<file path="src/sv/srsm_pkg.sv">
package srsm_pkg;

	localparam int ENTRY_CAPACITY_D = 1024;
	localparam int MAX_ROWS_D = 256;
	localparam int MAX_COLUMNS_D = 1024;
	localparam int VALUE_WIDTH_D = 32;

	localparam int OP_W = 3;
	localparam int ROW_W = 8;
	localparam int COL_W = 10;
	localparam int DATA_W = 32;
	localparam int STATUS_W = 3;
	localparam int COUNT_W = 11;
	localparam int ROWCFG_W = 9;
	localparam int COLCFG_W = 11;
	localparam int CFG_IDX_W = 1;
	localparam int CFG_DATA_W = 11;

	localparam logic [OP_W-1:0] OP_INSERT = 3'd0;
	localparam logic [OP_W-1:0] OP_ADD = 3'd1;
	localparam logic [OP_W-1:0] OP_MUL = 3'd2;
	localparam logic [OP_W-1:0] OP_MAX = 3'd3;
	localparam logic [OP_W-1:0] OP_MIN = 3'd4;
	localparam logic [OP_W-1:0] OP_CLEAR = 3'd5;

	localparam logic [STATUS_W-1:0] ST_INSERTED = 3'd0;
	localparam logic [STATUS_W-1:0] ST_MERGED = 3'd1;
	localparam logic [STATUS_W-1:0] ST_DUPLICATE = 3'd2;
	localparam logic [STATUS_W-1:0] ST_FULL = 3'd3;
	localparam logic [STATUS_W-1:0] ST_RANGE = 3'd4;
	localparam logic [STATUS_W-1:0] ST_CLEARED = 3'd5;

	localparam logic [CFG_IDX_W-1:0] REG_ROW_COUNT = 1'd0;
	localparam logic [CFG_IDX_W-1:0] REG_COLUMN_COUNT = 1'd1;

endpackage

</file>
<file path="src/sv/srsm_merge.sv">
// Merge of a stored value with a new value; the result of every operation is registered.
module srsm_merge #(
	parameter int VALUE_WIDTH = srsm_pkg::VALUE_WIDTH_D
) (
	input  logic                         clk,
	input  logic [srsm_pkg::OP_W-1:0]    op,
	input  logic [VALUE_WIDTH-1:0]       old_value,
	input  logic [VALUE_WIDTH-1:0]       new_value,
	output logic [VALUE_WIDTH-1:0]       merged_q
);

	logic [VALUE_WIDTH-1:0] merged_d;

	always_comb begin
		merged_d = old_value;
		unique case (op)
			srsm_pkg::OP_ADD: merged_d = old_value + new_value;
			srsm_pkg::OP_MUL: merged_d = VALUE_WIDTH'(old_value * new_value);
			srsm_pkg::OP_MAX: merged_d = ($signed(old_value) < $signed(new_value)) ?
				new_value : old_value;
			srsm_pkg::OP_MIN: merged_d = ($signed(new_value) < $signed(old_value)) ?
				new_value : old_value;
			default: merged_d = old_value;
		endcase
	end

	// Result registered so the multiplier ends at a flop.
	always_ff @(posedge clk) begin
		merged_q <= merged_d;
	end

endmodule

</file>
<file path="config.mk">
export PLATFORM = sky130hd
export DESIGN_NAME = srsm_merge
export DESIGN_NICKNAME = d
export VERILOG_FILES = /design/src/sv/srsm_pkg.sv /design/src/sv/srsm_merge.sv
export SDC_FILE = /design/constraint.sdc
export NUM_CORES = 1
export LEC_CHECK = 0
export BUFFER_PORTS_ARGS = -buffer_cell sky130_fd_sc_hd__clkbuf_2
export CAP_MARGIN = 20
export CORE_MARGIN = 2
export CORE_UTILIZATION = 59
export CTS_CLUSTER_DIAMETER = 200
export DETAILED_ROUTE_END_ITERATION = 8
export PLACE_DENSITY = 0.89
export SYNTH_ARGS = -nofsm -noshare
export SYNTH_HDL_FRONTEND = slang
export SYNTH_SLANG_ARGS = --single-unit
</file>
<file path="constraint.sdc">
create_clock -name clk -period 7.3 [get_ports clk]
set_input_delay 0.73 -clock clk [delete_from_list [all_inputs] [get_ports clk]]
set_output_delay 0.73 -clock clk [all_outputs]
set_load 0.03 [all_outputs]
</file>
### Word level (Yosys, flattened, before mapping)

Index checks and enable logic that the tools add are counted.

* register bits after elaboration: 32
* bits of input ports: 68
* output and inout bits: 32
* logic and storage cells: 12

* $add $sub $neg: 1
* $mul: 1
* magnitude comparators: 2
* eq/ne operators: 4
* muxes and demuxes: 3

Operator list (count)
* case mux 32 bit (4 select lines): 1
* < comparator 32 bit: 2
* two-way mux 32 bit: 2
* adder 32 bit: 1
* multiplier 32 x 32 -> 32 bit: 1
* == test 3 x 2 -> 1 bit (second input constant): 2
* == test 3 x 1 -> 1 bit (second input constant): 1
* == test 3 bit (second input constant): 1

### Depth between registers and ports, before layout

* depth in word-level cells: 3
* gate-level depth with buffers: 28

### Least setup slack after synthesis

No wires, ideal clock.

* kind: input -> register
* from: in old_value[14]
* to: reg merged_q[29]
* setup time: 0.122 ns
* arrival: 7.618 ns
* data required time: 7.178 ns
* setup slack: -0.440 ns
* stages on the path: 24
* cells stage by stage: clkbuf_1 > clkbuf_1 > and2_1 > fa_1 > fa_1 > fa_1 > inv_1 > fa_1 > inv_1 > fa_1 > fa_1 > fa_1 > fa_1 > ha_1 > a21oi_1 > nand2_1 > o21bai_1 > or3b_2 > o221ai_1 > o21bai_1 > a21oi_1 > o21bai_1 > mux2i_1 > o32a_1

* cells in the longest elaborated chain, start to end: 3

RTL lines
* from (decl): line srsm_merge.sv:7 `input logic [VALUE_WIDTH-1:0] old_value,`
* parallel branches: the longest is 2 deep, another holds multiplier 32 x 32 -> 32 bit
* case mux 32 bit (4 select lines) (*): line srsm_merge.sv:16 `unique case (op)`
* named net merged_d[29]: line srsm_merge.sv:12 `logic [VALUE_WIDTH-1:0] merged_d;`
* to (signal assigned): line srsm_merge.sv:29 `merged_q <= merged_d;`
* to (decl): line srsm_merge.sv:9 `output logic [VALUE_WIDTH-1:0] merged_q`

Mark *: on every way through the listed nets, which the timed path passes.

### Worst setup path after layout

* from: in new_value[2]
* to: reg merged_q[23]

* cells in the longest elaborated chain, start to end: 3

RTL lines
* from (decl): line srsm_merge.sv:8 `input logic [VALUE_WIDTH-1:0] new_value,`
* parallel branches: the longest is 2 deep, another holds multiplier 32 x 32 -> 32 bit
* case mux 32 bit (4 select lines) (*): line srsm_merge.sv:16
* named net merged_d[23]: line srsm_merge.sv:12

Marks and branches as above.

==> results.md <==
* First-pass GRT wire length at between 100000 and 150000 um
* Most flops, register: merged_q
* Crit end category: register
* Async SR Flop Fraction at 0%
* Max_cap viols at 0
* Hold_sp: old_value[30]
* Largest regs: merged_q x32
* Total gr overflow at 0
* Layout area overhead at 15.83%
* Clock transition at path regs at 0.07 ns
* Syn avg cell area at just under 9 sq um
* WHS Path Cells at 3
* Post-Syn Nets at 2951
* Layout Utilization at 68.87%
* Routed via count at about 18000
* Rel. slew slack at a little over a third
* Commonest non-fill, non-tap cells in the layout: inv_1 (436), fa_1 (395), and2_1 (293)
* Number of global-route vias before repair at about 19000
* Synthesized area at 0.01979 sq mm
* Die area at between 0.03 and 0.04 sq mm
* GRT Resource Usage Total at between 30% and 40%
* RePlAce Congestion at slightly above 1
* Remaining antenna violation count at 0
* CTS tree: yes
* CTS Buf Count at 5
* Critical path class: in2reg
* Worst Setup SP: new_value[2]
* Num rows at 67
* CTS sink count at 32
* CTS Hold Bufs at 0
* Mux cell area share after synthesis at less than 1%
* Max reg flops at 32
* Layout cells sized above 1 at 16.39%
* Final Hold Fails at 0
* CP Data Arrival Time at 7.41 ns
* Deepest clock path buffer count at 2
* Largest fanout on the critical path at 8
* Synthesis Warnings at 0
* Initial antenna violation count at 10
* Initial core utilization at about 59%
* Synthesized flop and latch total at 32
* Critical Path RT at between 7 and 8 ns
* Pins Over Slew Limit at 0
* CTS H-Tree Depth at 2
* Vias/cell at 6.067
* I/O Buffers at 99
* Tightest Pin Transition at ~0.97 ns
* Avg WL per Cell at between 20 and 25 um
* Setup Viol. Count Final at 0
* Min Tclk post-route at around 7.2 ns
* Synth unique cells at between 60 and 70
* Syn Inst Count at approximately 2300
* WL final at between 60000 and 70000 um
* Synth Area in Adders at 53.14%
* HP Class: in2reg
* Final Net Count at between 3000 and 4000
* Status: complete, no violations
* Largest family of logic cells by synthesized area: adder cells
* Detailed Route Iter0 Violations at approximately 2100
* Largest net degree at the start of global routing at 22
* Startpoint types: input pin
* DRC Markers at 0
* Seq/Total Area, Yosys at 3.238%
* Die H at approximately 190 um
* Dominant synthesized flop cell: dfxtp_1
* Hold Path End: merged_q[30]
* Max Freq at around 140 MHz
* Clock root buffer: clkbuf_16
* Ports at 100
* Post-Synth XOR/XNOR Area at roughly 4.6%
* Most common cell after layout, fill and taps aside: inv_1
* Hold slack at roughly 0.8 ns
* TritonRoute pass-1 iters at 7
* Period utilization at a little over nine tenths
* Die width at 187.1 um
* EDFF count, synth at 0
* Core Area at roughly 0.033 sq mm
* Hpwl dp at roughly 57000 um
* Simple-gate share of the synthesized area at a little under a fifth
* Compound-Gate Fraction of Synth Area at under 10%
==> worst max-delay path, cell delays in order <==
cell and delay (ns):
buf_4 0.16, buf_4 0.16, and2_1 0.19, fa_1 0.55, inv_1 0.05, fa_1 0.41, fa_1 0.52, inv_1 0.05
fa_1 0.54, ha_1 0.23, ha_1 0.29, inv_1 0.05, fa_1 0.48, inv_1 0.05, fa_1 0.43, ha_1 0.23
or3_1 0.41, o211ai_1 0.25, buf_4 0.20, nand3_1 0.11, a31oi_1 0.27, o21ai_0 0.17, a41o_1 0.33, nand2_1 0.19
nand3_1 0.11, a22o_1 0.24
==> layer usage <==
metal	wire length (um)	vias to the layer above	GRT usage [%]
met2	30150	1284	61.67
met4	4611	2	21.34
met3	8625	318	9.625
li1	-	7503	-
met1	24970	8850	51.31
met5	11	-	0
==> synth_stat cells (4+ instances only) <==
master | count | area (sq um)
fa_1 | 409 | 8188
o31ai_1 | 6 | 45.04
a31o_2 | 4 | 35.03
a21o_1 | 14 | 105.1
nand2_1 | 260 | 975.9
nor4_1 | 11 | 68.82
dfxtp_1 | 32 | 640.6
a211oi_1 | 11 | 82.58
o221ai_1 | 4 | 35.03
a22oi_1 | 5 | 37.54
xnor2_1 | 79 | 691.9
a221o_1 | 9 | 90.09
nand3_1 | 16 | 80.08
o21ai_0 | 59 | 295.3
mux2i_1 | 4 | 40.04
a221oi_1 | 4 | 35.03
xor2_1 | 23 | 201.4
clkbuf_1 | 111 | 416.7
o21a_1 | 4 | 30.03
nor3_1 | 14 | 70.07
o22ai_1 | 9 | 56.30
a21oi_1 | 67 | 335.3
and2_1 | 301 | 1883
or3_1 | 4 | 25.02
o211ai_1 | 10 | 75.07
a222oi_1 | 10 | 100.1
nand4_1 | 4 | 25.02
a31oi_1 | 11 | 68.82
nor3b_1 | 5 | 37.54
ha_1 | 186 | 2327
nor2b_1 | 13 | 81.33
nand2b_1 | 15 | 93.84
inv_1 | 442 | 1659
or2_2 | 4 | 25.02
nor2_1 | 60 | 225.2
o21bai_1 | 9 | 67.56
a2bb2oi_1 | 6 | 52.55
==> how the worst max path moves through the flow <==
stage / to / slack, ns / cells after the start
3_5_place_dp: merged_q[30] / -0.63 / 23
4_1_cts: merged_q[29] / 0.005 / 24
3_3_place_gp: merged_q[30] / -0.53 / 23
2_1_floorplan: merged_q[29] / 0.007 / 24
6_report: merged_q[23] / 0.09 / 26
5_1_grt: merged_q[29] / -0.05 / 24
==> final cells by class <==
class                      instances  area (sq um)
antenna                            4         10.01
clock buffer                       6         128.9
sequential                        32         640.6
inverter                         442          1659
multi-input combinational       1698         17340
fill                            2498         10360
clock inverter                     2         35.03
tap                              448         560.5
timing repair buffer             328          2545
==> cells by family (layout without fill, tap and decap cells) <==
logic type,Yosys count,after routing
XOR/XNOR,103,103
AND/OR/NAND/NOR,721,721
multiplexers,5,5
flip-flops,32,32
buffers and inverters,558,778
other,0,4
adder cells (fa/ha/maj),595,595
AO/OA/AOI/OAI,274,274
==> through the flow <==
stage | worst slack (ns) | cell area, sq um | TNS (ns) | cells
floorplan | 0.007305 | 19920 | 0 | 2288
global placement | -0.5264 | 22350 | -2.806 | 2945
detailed placement | -0.6261 | 22350 | -4.328 | 2945
CTS | 0.004536 | 22590 | 0 | 2953
global route | -0.05059 | 22910 | -0.08603 | 2958
finish | 0.08660 | 22920 | 0 | 2960
==> timing repair <==
action                                  CTS  global route
gates cloned                              0             0
gates resized for setup                  21           116
setup buffers                             0             4
endpoints found under the setup margin    6            12
endpoints found under the hold margin     0             0
pin swaps                                 2            52
Power is left out: the tool's default activity adds up to more than one toggle a clock period on the data nets, which glitch-free logic cannot reach.
